$ cat src/rtl/lss_pkg.sv
// ============================================================================
// lss_pkg : shared types and constants of the linear state-space step block
// Field widths, fixed-point constants, matrix select codes and the
// command/status bundles between controller and datapath.
// ============================================================================
package lss_pkg;

    localparam int DATA_W = 32;              // signed Q16.16
    localparam int FRAC_W = 16;
    localparam int DT_W   = 31;              // unsigned Q15.16 time step
    localparam int SEL_W  = 2;
    localparam int RC_W   = 3;
    localparam int YIDX_W = 2;
    localparam int MUL_W  = DATA_W + 1;      // room for the unsigned time step
    localparam int PROD_W = 2 * DATA_W - FRAC_W;

    localparam int STATES_DEF  = 4;
    localparam int INPUTS_DEF  = 2;
    localparam int OUTPUTS_DEF = 2;

    localparam logic REQ_LOAD = 1'b0;
    localparam logic REQ_STEP = 1'b1;

    localparam logic signed [DATA_W-1:0] Q_MAX = 32'sh7fff_ffff;
    localparam logic signed [DATA_W-1:0] Q_MIN = 32'sh8000_0000;

    typedef enum logic [SEL_W-1:0] {
        MAT_A = 2'd0,
        MAT_B = 2'd1,
        MAT_C = 2'd2,
        MAT_D = 2'd3
    } t_mat_sel;

    // controller -> datapath
    typedef struct packed {
        logic load;     // write one coefficient now
        logic start;    // capture u and dt of a new step
        logic issue;    // push one multiply into the pipeline
        logic upd;      // the pushed multiply is a state update
        logic first;    // first product of a dot product
        logic last;     // last product of a dot product
    } t_dp_cmd;

    // datapath -> controller
    typedef struct packed {
        logic stall;    // output register held while a result waits, pipeline frozen
        logic busy;     // pipeline holds work
    } t_dp_sts;

endpackage

$ cat src/rtl/lss_ctrl.sv
// ============================================================================
// lss_ctrl : sequencer of the linear state-space step block
// Walks the combined [A B; C D] coefficient store row by row, then issues
// the state updates and waits for the pipeline to drain.
// ============================================================================
module lss_ctrl #(
    parameter int STATES    = lss_pkg::STATES_DEF,
    parameter int INPUTS_N  = lss_pkg::INPUTS_DEF,
    parameter int OUTPUTS_N = lss_pkg::OUTPUTS_DEF,
    localparam int ROW_N = STATES + OUTPUTS_N,
    localparam int COL_N = STATES + INPUTS_N,
    localparam int DEPTH = ROW_N * COL_N,
    localparam int A_W   = $clog2(DEPTH),
    localparam int R_W   = $clog2(ROW_N),
    localparam int C_W   = $clog2(COL_N)
) (
    input  logic              i_clk,
    input  logic              i_rst_n,
    input  logic              i_in_valid,
    input  logic              i_req_type,
    output logic              o_in_ready,
    input  lss_pkg::t_dp_sts  i_sts,
    output lss_pkg::t_dp_cmd  o_cmd,
    output logic [A_W-1:0]    o_addr,
    output logic [R_W-1:0]    o_row,
    output logic [C_W-1:0]    o_col
);
    import lss_pkg::*;

    typedef enum logic [3:0] {
        ST_IDLE  = 4'b0001,
        ST_MAC   = 4'b0010,
        ST_UPD   = 4'b0100,
        ST_DRAIN = 4'b1000
    } t_state;

    t_state         r_state, n_state;
    logic [A_W-1:0] r_addr, n_addr;
    logic [R_W-1:0] r_row, n_row;
    logic [C_W-1:0] r_col, n_col;
    logic           row_end;

    assign row_end = (r_col == C_W'(COL_N - 1));

    always_comb begin
        n_state    = r_state;
        n_addr     = r_addr;
        n_row      = r_row;
        n_col      = r_col;
        o_cmd      = '0;
        o_in_ready = (r_state == ST_IDLE);
        case (r_state)
            ST_IDLE: begin
                if (i_in_valid) begin
                    if (i_req_type == REQ_STEP) begin
                        o_cmd.start = 1'b1;
                        n_state     = ST_MAC;
                        n_addr      = '0;
                        n_row       = '0;
                        n_col       = '0;
                    end else begin
                        o_cmd.load = 1'b1;
                    end
                end
            end
            ST_MAC: begin
                if (!i_sts.stall) begin
                    o_cmd.issue = 1'b1;
                    o_cmd.first = (r_col == '0);
                    o_cmd.last  = row_end;
                    n_addr      = r_addr + A_W'(1);
                    if (row_end) begin
                        n_col = '0;
                        n_row = r_row + R_W'(1);
                    end else begin
                        n_col = r_col + C_W'(1);
                    end
                    if (r_addr == A_W'(DEPTH - 1)) begin
                        n_state = ST_UPD;
                        n_row   = '0;
                    end
                end
            end
            ST_UPD: begin
                if (!i_sts.stall) begin
                    o_cmd.issue = 1'b1;
                    o_cmd.upd   = 1'b1;
                    o_cmd.first = 1'b1;
                    o_cmd.last  = 1'b1;
                    n_row       = r_row + R_W'(1);
                    if (r_row == R_W'(STATES - 1)) begin
                        n_state = ST_DRAIN;
                    end
                end
            end
            ST_DRAIN: begin
                if (!i_sts.busy) begin
                    n_state = ST_IDLE;
                end
            end
            default: begin
                n_state = ST_IDLE;
            end
        endcase
    end

    always_ff @(posedge i_clk) begin
        if (!i_rst_n) begin
            r_state <= ST_IDLE;
            r_addr  <= '0;
            r_row   <= '0;
            r_col   <= '0;
        end else begin
            r_state <= n_state;
            r_addr  <= n_addr;
            r_row   <= n_row;
            r_col   <= n_col;
        end
    end

    assign o_addr = r_addr;
    assign o_row  = r_row;
    assign o_col  = r_col;

endmodule

$ cat config.mk
export PLATFORM = sky130hd
export DESIGN_NAME = lss_ctrl
export DESIGN_NICKNAME = d
export VERILOG_FILES = /design/src/rtl/lss_pkg.sv /design/src/rtl/lss_ctrl.sv
export SDC_FILE = /design/constraint.sdc
export NUM_CORES = 1
export LEC_CHECK = 0
export ABC_AREA = 1
export ABC_CLOCK_PERIOD_IN_PS = 1740
export CAP_MARGIN = 20
export CORE_AREA = 2 2 49 51
export DETAILED_ROUTE_END_ITERATION = 7
export DIE_AREA = 0 0 51 53
export DONT_BUFFER_PORTS = 1
export HOLD_SLACK_MARGIN = 0.03
export SLEW_MARGIN = 10
export SYNTH_ARGS = -nofsm -noshare
export SYNTH_HDL_FRONTEND = slang
export SYNTH_SLANG_ARGS = --single-unit
$ cat constraint.sdc
create_clock -name i_clk -period 1.74 [get_ports i_clk]
set_input_delay 0.348 -clock i_clk [delete_from_list [all_inputs] [get_ports i_clk]]
set_output_delay 0.348 -clock i_clk [all_outputs]
set_load 0.05 [all_outputs]
======== Yosys cells after proc, flatten, opt, wreduce, memory -nomap -nowiden ========
Index checks and enable logic that the tools add are counted.
word-level totals
  flip-flop bits (word level) ............. 16
  bits of input ports ..................... 6
  output and inout port bits .............. 19
  word-level logic and storage cells ...... 60
operators by class
  $add $sub $neg .......................... 3
  eq/ne operators ......................... 15
  multiplexer cells ....................... 32
  reductions and logical operators ........ 6
operator list
  operator             number
  $mux 4               8
  $mux 3               8
  $mux 6               3
  $pmux 4 s4           1
  $ne 2x2->1 const B   7
  $pmux 6 s2           1
  $pmux 3 s3           1
  $reduce_and 7->1     1
  $add 3x1->3 const B  2
  $add 6x1->6 const B  1
  $eq 6x6->1 const B   1
  $mux 2               3
  $pmux 3 s2           1
  $reduce_and 6->1     1
  $eq 4x1->1 const B   1
  $eq 4x2->1 const B   1
  $eq 4x3->1 const B   1
  $eq 4x4->1 const B   1
  $mux 1               4
  $pmux 2 s2           1
  $reduce_and 4->1     1
  $eq 3x2->1 const B   1
  $eq 3x3->1 const B   1
  $logic_not 3->1      1
  4 further kinds      4

======== Depth between registers and ports, before layout ========
  depth after elaboration ................. 5
  mapped depth ............................ 11

======== Worst setup path after synthesis ========
No wires, ideal clock.
  path type ............................... register to output
  start point ............................. reg r_state[2]
  end point ............................... out o_cmd[1] (netlist bit)
  arrival time ............................ 2.353 ns
  path slack .............................. -0.961 ns
  cell stages (with the launch flop) ...... 6
  cell sequence ........................... dfxtp_1 > inv_1 > nand2_2 > nor2_4 > nand2_4 > o41ai_1
RTL lines
  what                      line             text
  start: declaration        lss_ctrl.sv:37   t_state r_state, n_state;
  start signal: assignment  lss_ctrl.sv:114  r_state <= n_state;
  end: declaration          lss_ctrl.sv:23   output lss_pkg::t_dp_cmd o_cmd,

==> reports/results.ini <==
[timing]
period_needed_ns=1.79
fmax_ghz=0.560
finalClockSkew_ns=0.000616
setup_viol=1
fin_ws_ns=-0.0466
whs_ns=0.153
slew_violations=0
rsz0062_at_grt=yes
tightest_slew_ns=0.387
fin_crit_sh_pct=103
tns_ns=-0.0466
max_slew_margin_pct=74.1
hold_viol_final=0

[setup_path]
cp-endpoint=o_cmd[1]
reg2regPathDepth=10
r2r-end=o_col[0]$_SDFFE_PN0P_
startpoint=r_state[3]$_SDFFE_PN0P_
critPathMostFrequentCell=nand2_4
slowest_stage=dfxtp_4
crit_chain=inv_4 > nand2_4 > nor2_4 > nand2_4 > o41ai_4 > buf_12
crit_type=reg2out
rrSetupSlack_ns=0.25
worstSetupEndpointType=primary output
r2r-start=r_state[3]$_SDFFE_PN0P_
start_kind=flip-flop
crit_arrival_ns=1.44
cp.required_ns=1.39
cpPeakStageDelay_ns=0.37
crit_fanout=4

[yosys]
avgSynthCellArea_sq_um=6.63
yosysSeqAreaShare_pct=30.4
ys_seq_elements=16
syn_inst=159
synth_warnings=0
syn_area_sq_um=1050
synth.net_count=168
synth_cell_type_count=22

[power_and_ir_drop]
leakagePower_nw=0.693
peakVddDrop_v=0.000697
power.density_nw_per_um2=1300
power.total_mw=1.83

[route]
wl_per_cell_um=11.4
vias_per_cell=4.95
ant_nets=0
drt_iter0_markers=19
drt-total-wl_um=2440
route.detailed.drc=0
drt_pass1_iterations=4
vias=1054

[global_routing]
overflow=0
grt_pass1_wl_um=4160
grt.total_usage_pct=20.2
grt_max_degree=12
grt_pass1_vias=988
antenna_found_initial=0

[clock_network]
clock_latency_ns=0.28
htreeDepth=1
path_clk_slew_ns=0.09
cts-root-buf=clkbuf_4
numClockSinks=16
cts_max_path_buffers=2
hold_buffers=0
cts_tree=done
numCtsBuffers=3

[floorplanning]
start_util_pct=49.1
ioPinCount=25
chipWidth_um=51
coreArea_sq_um=2150
dieArea_sq_um=2700
rows=17
die_y_um=53

[hold_path]
min-delay-path-class=in2reg

[outcome]
violations=negative setup slack
run_status=complete, but fails checks

[layout]
post-route-util_pct=65.8
multi_input_area_sq_um=692
drive_gt1_share_pct=34.6
syn_to_final_growth_pct=33.9
n_fill_cell=196
diodes=0
seq_area_sq_um=334
layout.nets=196

[job]
maxCapViolCount=0

[place]
io_buffers=0
hpwlAfterDp_um=1880
gp_congestion=0.806

## what timing repair did
item | 4_1_cts | 5_1_grt
gates resized for setup | 8 | 12
setup endpoints to repair | 4 | 5
buffers inserted | 3 | 2
pin swaps | 3 | 4
## power by group
group          switching [mW]  total (mW)  internal, mW
clock                   0.112       0.192        0.0804
combinational           0.741        1.13         0.393
sequential             0.0647       0.506         0.442
## cell type report
type	instances	share of cell area, %
multi-input combinational	115	49.0
sequential	16	23.6
timing repair buffer	24	15.4
inverter	27	7.88
tap	28	2.48
clock buffer	3	1.59
## per-layer routing
metal  track usage (%)  vias to the layer above  wire length (um)
li1                  -                      557                 -
met1              22.8                      473              1050
met2              36.6                       18              1250
met3              4.24                        6                91
met4              8.56                        0                43
met5                 0                        -                 0
## worst max-delay path, delay by kind of cell (launching register included)
| family | cells | cell delay, ns |
|---|---|---|
| AO/OA/AOI/OAI | 1 | 0.26 |
| flip-flops | 1 | 0.37 |
| AND/OR/NAND/NOR | 3 | 0.28 |
| buffers and inverters | 2 | 0.24 |
## cells in the final DEF (no fill, tap or decap)
cell type / count
buf_4: 21
a21oi_1: 10
inv_1: 22
inv_6: 1
dfxtp_2: 2
ha_1: 3
nor3_1: 1
nor2_2: 2
nand3b_1: 1
nand2_4: 4
nand3_1: 16
xor2_1: 1
o21ai_0: 3
inv_2: 2
dfxtp_4: 3
clkbuf_4: 3
nor2_1: 19
inv_4: 2
o41ai_4: 1
nand2_1: 32
buf_12: 3
nand3_2: 2
nand2_8: 1
dfxtp_1: 11
o21ai_4: 1
nor2_4: 8
nand4_1: 2
nand2_2: 7
o21ai_2: 1
## how the worst min path moves through the flow
stage / from / end / slack [ns] / cells after the start
floorplan: r_state[2]$_SDFFE_PN0P_ / r_state[2]$_SDFFE_PN0P_ / 0.45 / 2
global placement: i_rst_n / r_state[0]$_SDFFE_PN1P_ / 0.45 / 1
detailed placement: i_rst_n / r_state[0]$_SDFFE_PN1P_ / 0.45 / 1
CTS: i_rst_n / r_state[0]$_SDFFE_PN1P_ / 0.15 / 1
global route: i_rst_n / r_state[0]$_SDFFE_PN1P_ / 0.15 / 1
finish: i_rst_n / r_state[0]$_SDFFE_PN1P_ / 0.15 / 1
## synth_stat cells, drive strengths merged
master | instances | area share (%)
nor3 | 1 | 0.47
xor2 | 1 | 0.83
o41ai | 1 | 0.83
a21oi | 10 | 4.7
nand3 | 18 | 9.5
nor2 | 29 | 14
ha | 3 | 3.6
dfxtp | 16 | 30
nand3b | 1 | 0.71
inv | 27 | 10
nand2 | 44 | 20
buf | 1 | 1.1
o21ai | 5 | 2.7
nand4 | 2 | 1.2
## logic make-up after synthesis
kind of cell,Yosys count,synth area share (%)
compound gates,16,8.30
buf+inv,28,11.2
xor+xnor,1,0.831
fa+ha+maj,3,3.56
simple gates,95,45.8
flops,16,30.4
## sequential cells by signal, summed over array words and instances, names as in the netlist
| register | cells |
|---|---|
| o_addr | 6 |
| o_col | 3 |
| o_row | 3 |
| r_state | 4 |
## metrics by stage
stage | setup slack, ns | area [sq um] | instances
4_1_cts | -0.0773 | 1370 | 211
3_5_place_dp | 0.118 | 1310 | 205
3_3_place_gp | 0.154 | 1310 | 205
6_report | -0.0466 | 1410 | 213
5_1_grt | -0.115 | 1410 | 213
2_1_floorplan | -0.00422 | 1110 | 159
(Power assumes the default switching activity.)
