### src/rtl/lss_pkg.sv
// ============================================================================
// lss_pkg : shared types and constants of the linear state-space step block
// Field widths, fixed-point constants, matrix select codes and the
// command/status bundles between controller and datapath.
// ============================================================================
package lss_pkg;

    localparam int DATA_W = 32;              // signed Q16.16
    localparam int FRAC_W = 16;
    localparam int DT_W   = 31;              // unsigned Q15.16 time step
    localparam int SEL_W  = 2;
    localparam int RC_W   = 3;
    localparam int YIDX_W = 2;
    localparam int MUL_W  = DATA_W + 1;      // room for the unsigned time step
    localparam int PROD_W = 2 * DATA_W - FRAC_W;

    localparam int STATES_DEF  = 4;
    localparam int INPUTS_DEF  = 2;
    localparam int OUTPUTS_DEF = 2;

    localparam logic REQ_LOAD = 1'b0;
    localparam logic REQ_STEP = 1'b1;

    localparam logic signed [DATA_W-1:0] Q_MAX = 32'sh7fff_ffff;
    localparam logic signed [DATA_W-1:0] Q_MIN = 32'sh8000_0000;

    typedef enum logic [SEL_W-1:0] {
        MAT_A = 2'd0,
        MAT_B = 2'd1,
        MAT_C = 2'd2,
        MAT_D = 2'd3
    } t_mat_sel;

    // controller -> datapath
    typedef struct packed {
        logic load;     // write one coefficient now
        logic start;    // capture u and dt of a new step
        logic issue;    // push one multiply into the pipeline
        logic upd;      // the pushed multiply is a state update
        logic first;    // first product of a dot product
        logic last;     // last product of a dot product
    } t_dp_cmd;

    // datapath -> controller
    typedef struct packed {
        logic stall;    // output register held while a result waits, pipeline frozen
        logic busy;     // pipeline holds work
    } t_dp_sts;

endpackage

### src/rtl/lss_dp.sv
// ============================================================================
// lss_dp : datapath of the linear state-space step block
// Coefficient memory with per-entry valid bits, state and derivative
// registers, one shared multiply-accumulate pipeline and the output register.
// ============================================================================
module lss_dp #(
    parameter int STATES    = lss_pkg::STATES_DEF,
    parameter int INPUTS_N  = lss_pkg::INPUTS_DEF,
    parameter int OUTPUTS_N = lss_pkg::OUTPUTS_DEF,
    localparam int ROW_N = STATES + OUTPUTS_N,
    localparam int COL_N = STATES + INPUTS_N,
    localparam int DEPTH = ROW_N * COL_N,
    localparam int A_W   = $clog2(DEPTH),
    localparam int R_W   = $clog2(ROW_N),
    localparam int C_W   = $clog2(COL_N)
) (
    input  logic                                 i_clk,
    input  logic                                 i_rst_n,
    input  lss_pkg::t_dp_cmd                     i_cmd,
    output lss_pkg::t_dp_sts                     o_sts,
    input  logic [A_W-1:0]                       i_addr,
    input  logic [R_W-1:0]                       i_row,
    input  logic [C_W-1:0]                       i_col,
    input  logic [lss_pkg::SEL_W-1:0]            i_matrix_sel,
    input  logic [lss_pkg::RC_W-1:0]             i_wr_row,
    input  logic [lss_pkg::RC_W-1:0]             i_wr_col,
    input  logic signed [lss_pkg::DATA_W-1:0]    i_coef_value,
    input  logic signed [lss_pkg::DATA_W-1:0]    i_u0,
    input  logic signed [lss_pkg::DATA_W-1:0]    i_u1,
    input  logic signed [lss_pkg::DATA_W-1:0]    i_u2,
    input  logic signed [lss_pkg::DATA_W-1:0]    i_u3,
    input  logic [lss_pkg::DT_W-1:0]             i_step_dt,
    output logic                                 o_out_valid,
    input  logic                                 i_out_ready,
    output logic signed [lss_pkg::DATA_W-1:0]    o_y_value,
    output logic [lss_pkg::YIDX_W-1:0]           o_y_index,
    output logic                                 o_last
);
    import lss_pkg::*;

    localparam int X_IW  = (STATES > 1) ? $clog2(STATES) : 1;
    localparam int U_IW  = (INPUTS_N > 1) ? $clog2(INPUTS_N) : 1;
    localparam int ACC_W = PROD_W + $clog2(COL_N) + 1;

    // storage
    logic [DATA_W-1:0]        r_mem [DEPTH];
    logic [DEPTH-1:0]         r_cval;
    logic signed [DATA_W-1:0] r_x  [STATES];
    logic signed [DATA_W-1:0] r_xd [STATES];
    logic signed [DATA_W-1:0] r_u  [INPUTS_N];
    logic [DT_W-1:0]          r_dt;
    logic signed [DATA_W-1:0] u_in [4];

    // coefficient write decode
    logic           wr_ok;
    logic [R_W-1:0] wr_r;
    logic [C_W-1:0] wr_c;
    logic [A_W-1:0] wr_addr;

    // pipeline
    logic                     en;
    logic [X_IW-1:0]          x_idx;
    logic [U_IW-1:0]          u_idx;
    logic signed [DATA_W-1:0] opnd;
    logic [DATA_W-1:0]        r_mem_q;
    logic                     r_cvld;
    logic                     r_s1_vld, r_s1_upd, r_s1_first, r_s1_last;
    logic [R_W-1:0]           r_s1_row;
    logic signed [DATA_W-1:0] r_s1_v;
    logic signed [DATA_W-1:0] xd_sel;
    logic signed [MUL_W-1:0]  mul_a, mul_b;
    logic signed [2*MUL_W-1:0] mul_p;
    logic                     r_s2_vld, r_s2_upd, r_s2_first, r_s2_last;
    logic [R_W-1:0]           r_s2_row;
    logic signed [PROD_W-1:0] r_s2_prod;
    logic signed [DATA_W-1:0] r_s2_base;
    logic [ACC_W-1:0]         acc_base;
    logic                     r_s3_vld, r_s3_upd, r_s3_last;
    logic [R_W-1:0]           r_s3_row;
    logic [ACC_W-1:0]         r_acc;
    logic                     acc_ovf;
    logic signed [DATA_W-1:0] acc_sat;
    logic                     wb, wb_x_row, wb_y;

    // output register
    logic                     r_out_vld;
    logic signed [DATA_W-1:0] r_y_value;
    logic [YIDX_W-1:0]        r_y_index;
    logic                     r_last;

    assign u_in[0] = i_u0;
    assign u_in[1] = i_u1;
    assign u_in[2] = i_u2;
    assign u_in[3] = i_u3;

    // Map A, B, C, D onto one row-major [A B; C D] store.
    always_comb begin
        wr_ok = 1'b0;
        wr_r  = R_W'(i_wr_row);
        wr_c  = C_W'(i_wr_col);
        case (t_mat_sel'(i_matrix_sel))
            MAT_A: begin
                wr_ok = (32'(i_wr_row) < STATES) && (32'(i_wr_col) < STATES);
            end
            MAT_B: begin
                wr_ok = (32'(i_wr_row) < STATES) && (32'(i_wr_col) < INPUTS_N);
                wr_c  = C_W'(32'(i_wr_col) + STATES);
            end
            MAT_C: begin
                wr_ok = (32'(i_wr_row) < OUTPUTS_N) && (32'(i_wr_col) < STATES);
                wr_r  = R_W'(32'(i_wr_row) + STATES);
            end
            MAT_D: begin
                wr_ok = (32'(i_wr_row) < OUTPUTS_N) && (32'(i_wr_col) < INPUTS_N);
                wr_r  = R_W'(32'(i_wr_row) + STATES);
                wr_c  = C_W'(32'(i_wr_col) + STATES);
            end
            default: begin
                wr_ok = 1'b0;
            end
        endcase
        wr_addr = A_W'(32'(wr_r) * COL_N + 32'(wr_c));
    end

    // Freeze everything while an output result cannot leave and the next one waits.
    assign wb       = r_s3_vld && r_s3_last;
    assign wb_x_row = r_s3_row < R_W'(STATES);
    assign wb_y     = wb && !r_s3_upd && !wb_x_row;
    assign en       = !(wb_y && r_out_vld && !i_out_ready);

    assign o_sts.stall = !en;
    assign o_sts.busy  = r_s1_vld || r_s2_vld || r_s3_vld;

    // coefficient memory, one write and one registered read
    always_ff @(posedge i_clk) begin
        if (i_cmd.load && wr_ok) begin
            r_mem[wr_addr] <= i_coef_value;
        end
        if (en && i_cmd.issue && !i_cmd.upd) begin
            r_mem_q <= r_mem[i_addr];
            r_cvld  <= r_cval[i_addr];
        end
    end

    always_ff @(posedge i_clk) begin
        if (!i_rst_n) begin
            r_cval <= '0;
        end else if (i_cmd.load && wr_ok) begin
            r_cval[wr_addr] <= 1'b1;
        end
    end

    // step operands
    always_ff @(posedge i_clk) begin
        if (i_cmd.start) begin
            for (int j = 0; j < INPUTS_N; j++) begin
                r_u[j] <= u_in[j];
            end
            r_dt <= i_step_dt;
        end
    end

    // operand select: state for the first STATES columns and for updates, input after that
    assign x_idx = i_cmd.upd ? i_row[X_IW-1:0] : i_col[X_IW-1:0];
    assign u_idx = U_IW'(i_col - C_W'(STATES));

    always_comb begin
        if (i_cmd.upd || (i_col < C_W'(STATES))) begin
            opnd = r_x[x_idx];
        end else begin
            opnd = r_u[u_idx];
        end
    end

    // stage 1: operands
    always_ff @(posedge i_clk) begin
        if (!i_rst_n) begin
            r_s1_vld <= 1'b0;
        end else if (en) begin
            r_s1_vld <= i_cmd.issue;
        end
    end

    always_ff @(posedge i_clk) begin
        if (en) begin
            r_s1_upd   <= i_cmd.upd;
            r_s1_first <= i_cmd.first;
            r_s1_last  <= i_cmd.last;
            r_s1_row   <= i_row;
            r_s1_v     <= opnd;
        end
    end

    // stage 2: product, truncated toward minus infinity
    // Read the derivative here, so a write-back at the issue edge is seen.
    assign xd_sel = r_xd[r_s1_row[X_IW-1:0]];

    always_comb begin
        if (r_s1_upd) begin
            mul_a = {xd_sel[DATA_W-1], xd_sel};
            mul_b = {2'b00, r_dt};
        end else begin
            mul_a = r_cvld ? {r_mem_q[DATA_W-1], r_mem_q} : '0;
            mul_b = {r_s1_v[DATA_W-1], r_s1_v};
        end
        mul_p = mul_a * mul_b;
    end

    always_ff @(posedge i_clk) begin
        if (!i_rst_n) begin
            r_s2_vld <= 1'b0;
        end else if (en) begin
            r_s2_vld <= r_s1_vld;
        end
    end

    always_ff @(posedge i_clk) begin
        if (en) begin
            r_s2_upd   <= r_s1_upd;
            r_s2_first <= r_s1_first;
            r_s2_last  <= r_s1_last;
            r_s2_row   <= r_s1_row;
            r_s2_prod  <= mul_p[PROD_W+FRAC_W-1:FRAC_W];
            r_s2_base  <= r_s1_v;
        end
    end

    // stage 3: accumulate; a state update starts from the old state
    assign acc_base = r_s2_upd ? {{(ACC_W-DATA_W){r_s2_base[DATA_W-1]}}, r_s2_base} : '0;

    always_ff @(posedge i_clk) begin
        if (!i_rst_n) begin
            r_s3_vld <= 1'b0;
        end else if (en) begin
            r_s3_vld <= r_s2_vld;
        end
    end

    always_ff @(posedge i_clk) begin
        if (en) begin
            r_s3_upd  <= r_s2_upd;
            r_s3_last <= r_s2_last;
            r_s3_row  <= r_s2_row;
            if (r_s2_vld) begin
                r_acc <= (r_s2_first ? acc_base : r_acc)
                       + {{(ACC_W-PROD_W){r_s2_prod[PROD_W-1]}}, r_s2_prod};
            end
        end
    end

    // saturate to Q16.16
    assign acc_ovf = !((&r_acc[ACC_W-1:DATA_W-1]) || !(|r_acc[ACC_W-1:DATA_W-1]));
    assign acc_sat = acc_ovf ? (r_acc[ACC_W-1] ? Q_MIN : Q_MAX) : r_acc[DATA_W-1:0];

    // write back: state, derivative or output
    always_ff @(posedge i_clk) begin
        if (!i_rst_n) begin
            for (int i = 0; i < STATES; i++) begin
                r_x[i] <= '0;
            end
        end else if (en && wb && r_s3_upd) begin
            r_x[r_s3_row[X_IW-1:0]] <= acc_sat;
        end
    end

    always_ff @(posedge i_clk) begin
        if (en && wb && !r_s3_upd && wb_x_row) begin
            r_xd[r_s3_row[X_IW-1:0]] <= acc_sat;
        end
    end

    always_ff @(posedge i_clk) begin
        if (!i_rst_n) begin
            r_out_vld <= 1'b0;
        end else if (en && wb_y) begin
            r_out_vld <= 1'b1;
        end else if (i_out_ready) begin
            r_out_vld <= 1'b0;
        end
    end

    always_ff @(posedge i_clk) begin
        if (en && wb_y) begin
            r_y_value <= acc_sat;
            r_y_index <= YIDX_W'(r_s3_row - R_W'(STATES));
            r_last    <= (r_s3_row == R_W'(ROW_N - 1));
        end
    end

    assign o_out_valid = r_out_vld;
    assign o_y_value   = r_y_value;
    assign o_y_index   = r_y_index;
    assign o_last      = r_last;

endmodule

### config.mk
export PLATFORM = sky130hd
export DESIGN_NAME = lss_dp
export DESIGN_NICKNAME = d
export VERILOG_FILES = /design/src/rtl/lss_pkg.sv /design/src/rtl/lss_dp.sv
export SDC_FILE = /design/constraint.sdc
export NUM_CORES = 2
export LEC_CHECK = 0
export BUFFER_PORTS_ARGS = -buffer_cell sky130_fd_sc_hd__buf_2
export CAP_MARGIN = 20
export CORE_MARGIN = 2
export CORE_UTILIZATION = 50
export CTS_CLUSTER_SIZE = 12
export DETAILED_ROUTE_END_ITERATION = 8
export GPL_ROUTABILITY_DRIVEN = 0
export PLACE_DENSITY = 0.7
export SYNTH_ARGS = -nofsm -noshare
export SYNTH_HDL_FRONTEND = slang
export SYNTH_SLANG_ARGS = --single-unit
### constraint.sdc
create_clock -name i_clk -period 19.4 [get_ports i_clk]
set_input_delay 0.97 -clock i_clk [delete_from_list [all_inputs] [get_ports i_clk]]
set_output_delay 0.97 -clock i_clk [all_outputs]
set_load 0.03 [all_outputs]
# [Word-level counts from Yosys, hierarchy flattened]
# Memory sizes are Yosys's and may differ from the RTL's. A register that Yosys moved wholly into a read port is not among the register bits.
# Index checks and enable logic that the tools add are counted.
[word_totals] rom_bits=0 wordCells=120 reg_bits=288 memories=4 output_inout_bits=38 latchBits=0 inputBits=220 ramBits=1472
[mem_list] memory="r_mem" words=36 width=32 read_ports=1 rd_ports_with_merged_regs=1 wr=1 line_no="lss_dp.sv:46" text="logic [DATA_W-1:0] r_mem [DEPTH];"
[mem_list] memory="r_x" words=4 width=32 read_ports=1 rd_ports_with_merged_regs=0 wr=4 line_no="lss_dp.sv:48" text="logic signed [DATA_W-1:0] r_x [STATES];"
[mem_list] memory="r_xd" words=4 width=32 read_ports=1 rd_ports_with_merged_regs=1 wr=1 line_no="lss_dp.sv:49" text="logic signed [DATA_W-1:0] r_xd [STATES];"
[mem_list] memory="r_u" words=2 width=32 read_ports=1 rd_ports_with_merged_regs=0 wr=2 line_no="lss_dp.sv:50" text="logic signed [DATA_W-1:0] r_u [INPUTS_N];"
[op_classes] n_bitwise=2 n_reduce_logical=36 addsub=6 n_eq_ne=4 div_mod_pow=0 mux=32 mul=2 n_shift=0 magnitude_cmp=9
[ops] operator="32-bit two-way mux" count=4
[ops] operator="52-bit two-way mux" count=2
[ops] operator="33-bit two-way mux" count=3
[ops] operator="33-bit by 33-bit multiplier with 64-bit output" count=1
[ops] operator="52-bit adder" count=1
[ops] operator="36-bit bitwise OR" count=1
[ops] operator="32-bit OR reduction" count=1
[ops] operator="21-bit AND reduction" count=1
[ops] operator="21-bit OR reduction" count=1
[ops] operator="1-bit logical AND" count=18
[ops] operator="1-bit two-way mux" count=15
[ops] operator="6-bit by 7-bit less-than comparator with 1-bit output, second input constant" count=2
[ops] operator="3-bit less-than comparator, second input constant" count=4
[ops] operator="3-bit adder, second input constant" count=2
[ops] operator="6-bit by 3-bit adder with 6-bit output" count=1
[ops] operator="1-bit binary-select mux with 6-bit select" count=1
[ops] operator="1-bit demux with 6-bit select" count=1
[ops] operator="6-bit by 1-bit greater-or-equal comparator with 1-bit output, second input constant" count=1
[ops] operator="1-bit zero test" count=6
[ops] operator="3-bit by 2-bit less-than comparator with 1-bit output, second input constant" count=2
[ops] operator="2-bit two-way mux" count=3
[ops] operator="3-bit two-way mux" count=2
[ops] operator="3-bit by 2-bit multiplier with 5-bit output, second input constant" count=1
[ops] operator="2-bit equality test, second input constant" count=2
[ops] operator="11 further kinds" count=15

# [Depth between registers and ports, before layout]
[logic_depth] ltp_word=13 ltp_mapped=35 ltp_nobuf=30

# [Worst setup path before layout]
# Ideal clock, no wire load.
[synth_path] path_kind="register to register" startpoint="register (tool-made name)" endpoint="register r_s2_prod[46] (data pin)" t_required_ps=19132 slack_ps=10103 setup_time_ps=268 synth_period_minus_slack_ps=9297 n_path_buf=5 t_arrival_ps=9028 path_stages_with_launch=34 path_cell_list="dfxtp_1 > buf_6 > clkbuf_1 > buf_2 > mux4_2 > a22oi_1 > clkbuf_1 > nor2_1 > fa_1 > inv_1 > fa_1 > inv_1 > fa_1 > inv_1 > fa_1 > fa_1 > inv_1 > fa_1 > fa_1 > inv_1 > fa_1 > inv_1 > ha_1 > clkbuf_1 > nand3_1 > nor2_1 > nand3_1 > o41ai_1 > a211o_1 > a21oi_4 > o31ai_2 > a21o_1 > a2111o_1 > o311ai_1"
[synth_rtl] element="end signal, assigned" line_no="lss_dp.sv:223" text="r_s2_prod <= mul_p[PROD_W+FRAC_W-1:FRAC_W];"
[synth_rtl] element="end, declared" line_no="lss_dp.sv:75" text="logic signed [PROD_W-1:0] r_s2_prod;"

# [Worst setup path after layout]
[layout_path] startpoint="register r_s1_upd" endpoint="register r_s2_prod[44] (data pin)"
[layout_via] elab_chain_len=2 elab_cells_between_ends=3 cone_classes="mul: 1; mux: 2"
[layout_lines] element="start, declared" line_no="lss_dp.sv:67" text="logic r_s1_vld, r_s1_upd, r_s1_first, r_s1_last;"
[layout_lines] element="start signal, assigned" line_no="lss_dp.sv:186" text="r_s1_upd <= i_cmd.upd;"
[layout_lines] element="33-bit two-way mux" line_no="lss_dp.sv:199" text="if (r_s1_upd) begin"
[layout_lines] element="33-bit by 33-bit multiplier with 64-bit output (*)" line_no="lss_dp.sv:206" text="mul_p = mul_a * mul_b;"
[layout_lines] element="net mul_p[60]" line_no="lss_dp.sv:72" text="logic signed [2*MUL_W-1:0] mul_p;"
# The timed path passes the listed nets; every way through them passes the cells marked *.
# A chain may end at the register's enable or synchronous reset.

==> flow_metrics.py <==
metrics = {
    "worst_setup_path": {
        "path_class": "flip-flop to flip-flop",
        "critical_path_arrival_ns": 11.28,
        "startpoint_type": "flip-flop",
        "required_ns": 19.93,
        "end_kind": "flip-flop",
        "worstPathMaxFanout": 84,
    },
    "worst_hold_path": {
        "hp-class": "input port to flip-flop",
    },
    "finish": {
        "final_common_cell": "edfxtp_1",
        "drive_above_1_share": 0.144,
        "area_delta_synth_final_pct": 9.76,
        "fin_util": 0.553,
        "final_cell_mix": "1752 x edfxtp_1, 1152 x inv_1, 1107 x fa_1, 771 x nor2_1, 682 x nand2_1",
        "final_area_sq_um": 117000,
        "fin_cells": 10700,
        "final_nets": 9378,
    },
    "timing": {
        "finalCritPeriodShare": 0.554,
        "hold_viol": 0,
        "rsz0062_at_grt": "no",
        "fmax_ghz": 0.0930,
        "max_slew.worst_pin.slew_ns": 1.09,
        "setup_viol": 0,
        "relSlewSlack": 0.267,
        "drv_slew": 0,
        "finalCriticalPeriod_ns": 10.75,
        "tns_ns": 0,
        "skew_ns": 0.0728,
    },
    "synthesis": {
        "avgSynthCellArea_sq_um": 14.1,
        "synth_fp_nets": 9184,
        "yosysSeqAreaShare": 0.500,
        "syn_area_sq_um": 107000,
        "synth_edf_count": 1752,
        "synth_ff_type": "edfxtp_1",
        "ys_ff_latch": 1794,
        "syn_inst": 7594,
        "ys_async_sr_fraction": 0,
        "synth_cell_types": 78,
        "yosysWarnings": 0,
    },
    "route": {
        "wl_per_cell_um": 26.6,
        "route.detailed.drc": 0,
        "avgViaCountPerCell": 5.94,
        "ant_nets": 0,
        "wirelength_um": 286000,
        "drt_pre_antenna_iters": 6,
        "vias": 63700,
        "drt_iter0_drc": 7264,
    },
    "cts": {
        "clk_latency_ns": 0.84,
        "cts_buffers": 180,
        "clock-sinks": 1794,
        "cts_tree": "yes",
        "clock_tree.root_cell": "clkbuf_16",
        "h-tree-depth": 4,
        "clk_pin_slew_ns": 0.06,
        "cts_resized": 0,
        "clock_path_buffers": 3,
        "ctsHoldBuffers": 0,
        "cts_setup_buffers": 0,
    },
    "floorplanning": {
        "ios": 258,
        "die_h_um": 467,
        "core_area_sq_um": 213000,
        "rows": 169,
        "initial_core_util": 0.504,
        "dieWidth_um": 467,
        "die_area_sq_um": 218000,
    },
    "grt": {
        "track_usage": 0.266,
        "met3_usage": 0.0575,
        "overflow": 0,
        "antenna_found_initial": 12,
        "use_met1": 0.353,
        "gr-usage-met2": 0.424,
        "grt_max_degree": 129,
        "grt_first_pass_wirelength_um": 425000,
        "grt_pass1_vias": 66200,
        "grt_busiest_layer": "met2",
    },
    "placed_design": {
        "portBuffers": 193,
        "place_inst": 10400,
        "hpwlAfterDp_um": 190000,
        "dpl_cell_area_sq_um": 112000,
    },
    "status": {
        "status": "complete, no violations",
    },
    "job": {
        "drv_cap": 0,
    },
}
[Yosys cell counts, drive strengths merged, types with 7 or more instances]
library cell / number / area share
o21a: 13 / 0.00091
nand2: 683 / 0.024
nand4: 20 / 0.0012
nor2: 813 / 0.029
and2: 19 / 0.0011
and3: 38 / 0.0022
mux2i: 94 / 0.0088
a31oi: 10 / 0.00058
mux4: 427 / 0.090
clkbuf: 308 / 0.011
ha: 263 / 0.031
nand3: 28 / 0.0013
dfxtp: 42 / 0.0079
a21o: 102 / 0.0072
nor4: 7 / 0.00041
a22oi: 34 / 0.0024
xnor2: 86 / 0.0070
a211oi: 18 / 0.0014
edfxtp: 1752 / 0.49
nor2b: 27 / 0.0016
mux2: 33 / 0.0035
inv: 1153 / 0.040
xor2: 31 / 0.0025
fa: 1107 / 0.21
o21bai: 15 / 0.0011
a21oi: 132 / 0.0063
nor3: 21 / 0.0010
a22o: 32 / 0.0026
nand2b: 19 / 0.0011
o21ai: 152 / 0.0071
buf: 43 / 0.0016
[stage by stage]
step                      setup WS, ns  hold slack (ns)
after floorplan                  10.10            0.400
after global placement            9.01            0.402
after detailed placement          8.83            0.405
after CTS                         8.79            0.243
after global routing              8.28            0.264
final                             8.65            0.296
[per-layer routing]
layer	up-vias	part of all wire
li1	26200	-
met1	33200	0.37
met2	3541	0.48
met3	684	0.10
met4	18	0.053
met5	-	0.00042
[area by class of cell]
cell class                 count  area (sq um)
sequential                  1794         53500
fill                       16700         95100
timing repair buffer         363          2360
antenna                        5          12.5
multi-input combinational   4296         48400
clock buffer                 240          4810
inverter                    1153          4330
clock inverter                53           579
tap                         2821          3530
[cells by family after synthesis]
group           count (synthesis)  synth area share
flops                        1794             0.500
compound gates                557            0.0339
simple gates                 1698            0.0641
fa+ha+maj                    1370             0.238
xor+xnor                      117           0.00958
buf+inv                      1504            0.0529
mux                           554             0.102
[final timing paths]
kind | depth (start not counted) | to | slack [ns] | from
max | 27 | r_s2_prod[44] | 8.65 | r_s1_upd
min reg2reg | 0 | r_s3_row[0] | 0.41 | r_s2_row[0]
min | 1 | r_dt[12] | 0.30 | i_step_dt[12]
max reg2reg | 27 | r_s2_prod[44] | 8.65 | r_s1_upd
[state kept, by name (all words and copies together) (netlist names), 31 cells and up, named ones only]
register and count:
r_mem 1152, r_x 128, r_xd 128, r_u 64, r_acc 52, r_s2_prod 48, r_cval 36, o_y_value 32
r_mem_q 32, r_s1_v 32, r_s2_base 32, r_dt 31
[worst max-delay path: stages (launching register included)]
cell and delay [ns]:
edfxtp_1 0.36, buf_4 0.28, nor2b_4 0.15, buf_4 0.37
buf_4 0.67, a22o_1 0.96, nand2_1 0.19, fa_1 0.61
fa_1 0.43, fa_1 0.50, inv_1 0.06, fa_1 0.54
ha_1 0.23, ha_1 0.29, inv_1 0.05, fa_1 0.46
fa_1 0.49, inv_1 0.04, ha_1 0.30, nand4_1 0.16
nor4_1 0.51, nand4_1 0.21, a211oi_2 0.66, o21ai_0 0.40
a21oi_1 0.74, a211o_1 0.34, a311oi_1 0.14, xnor2_1 0.15
Power is left out: the tool's default activity adds up to more than one toggle a clock period on the data nets, which glitch-free logic cannot reach.
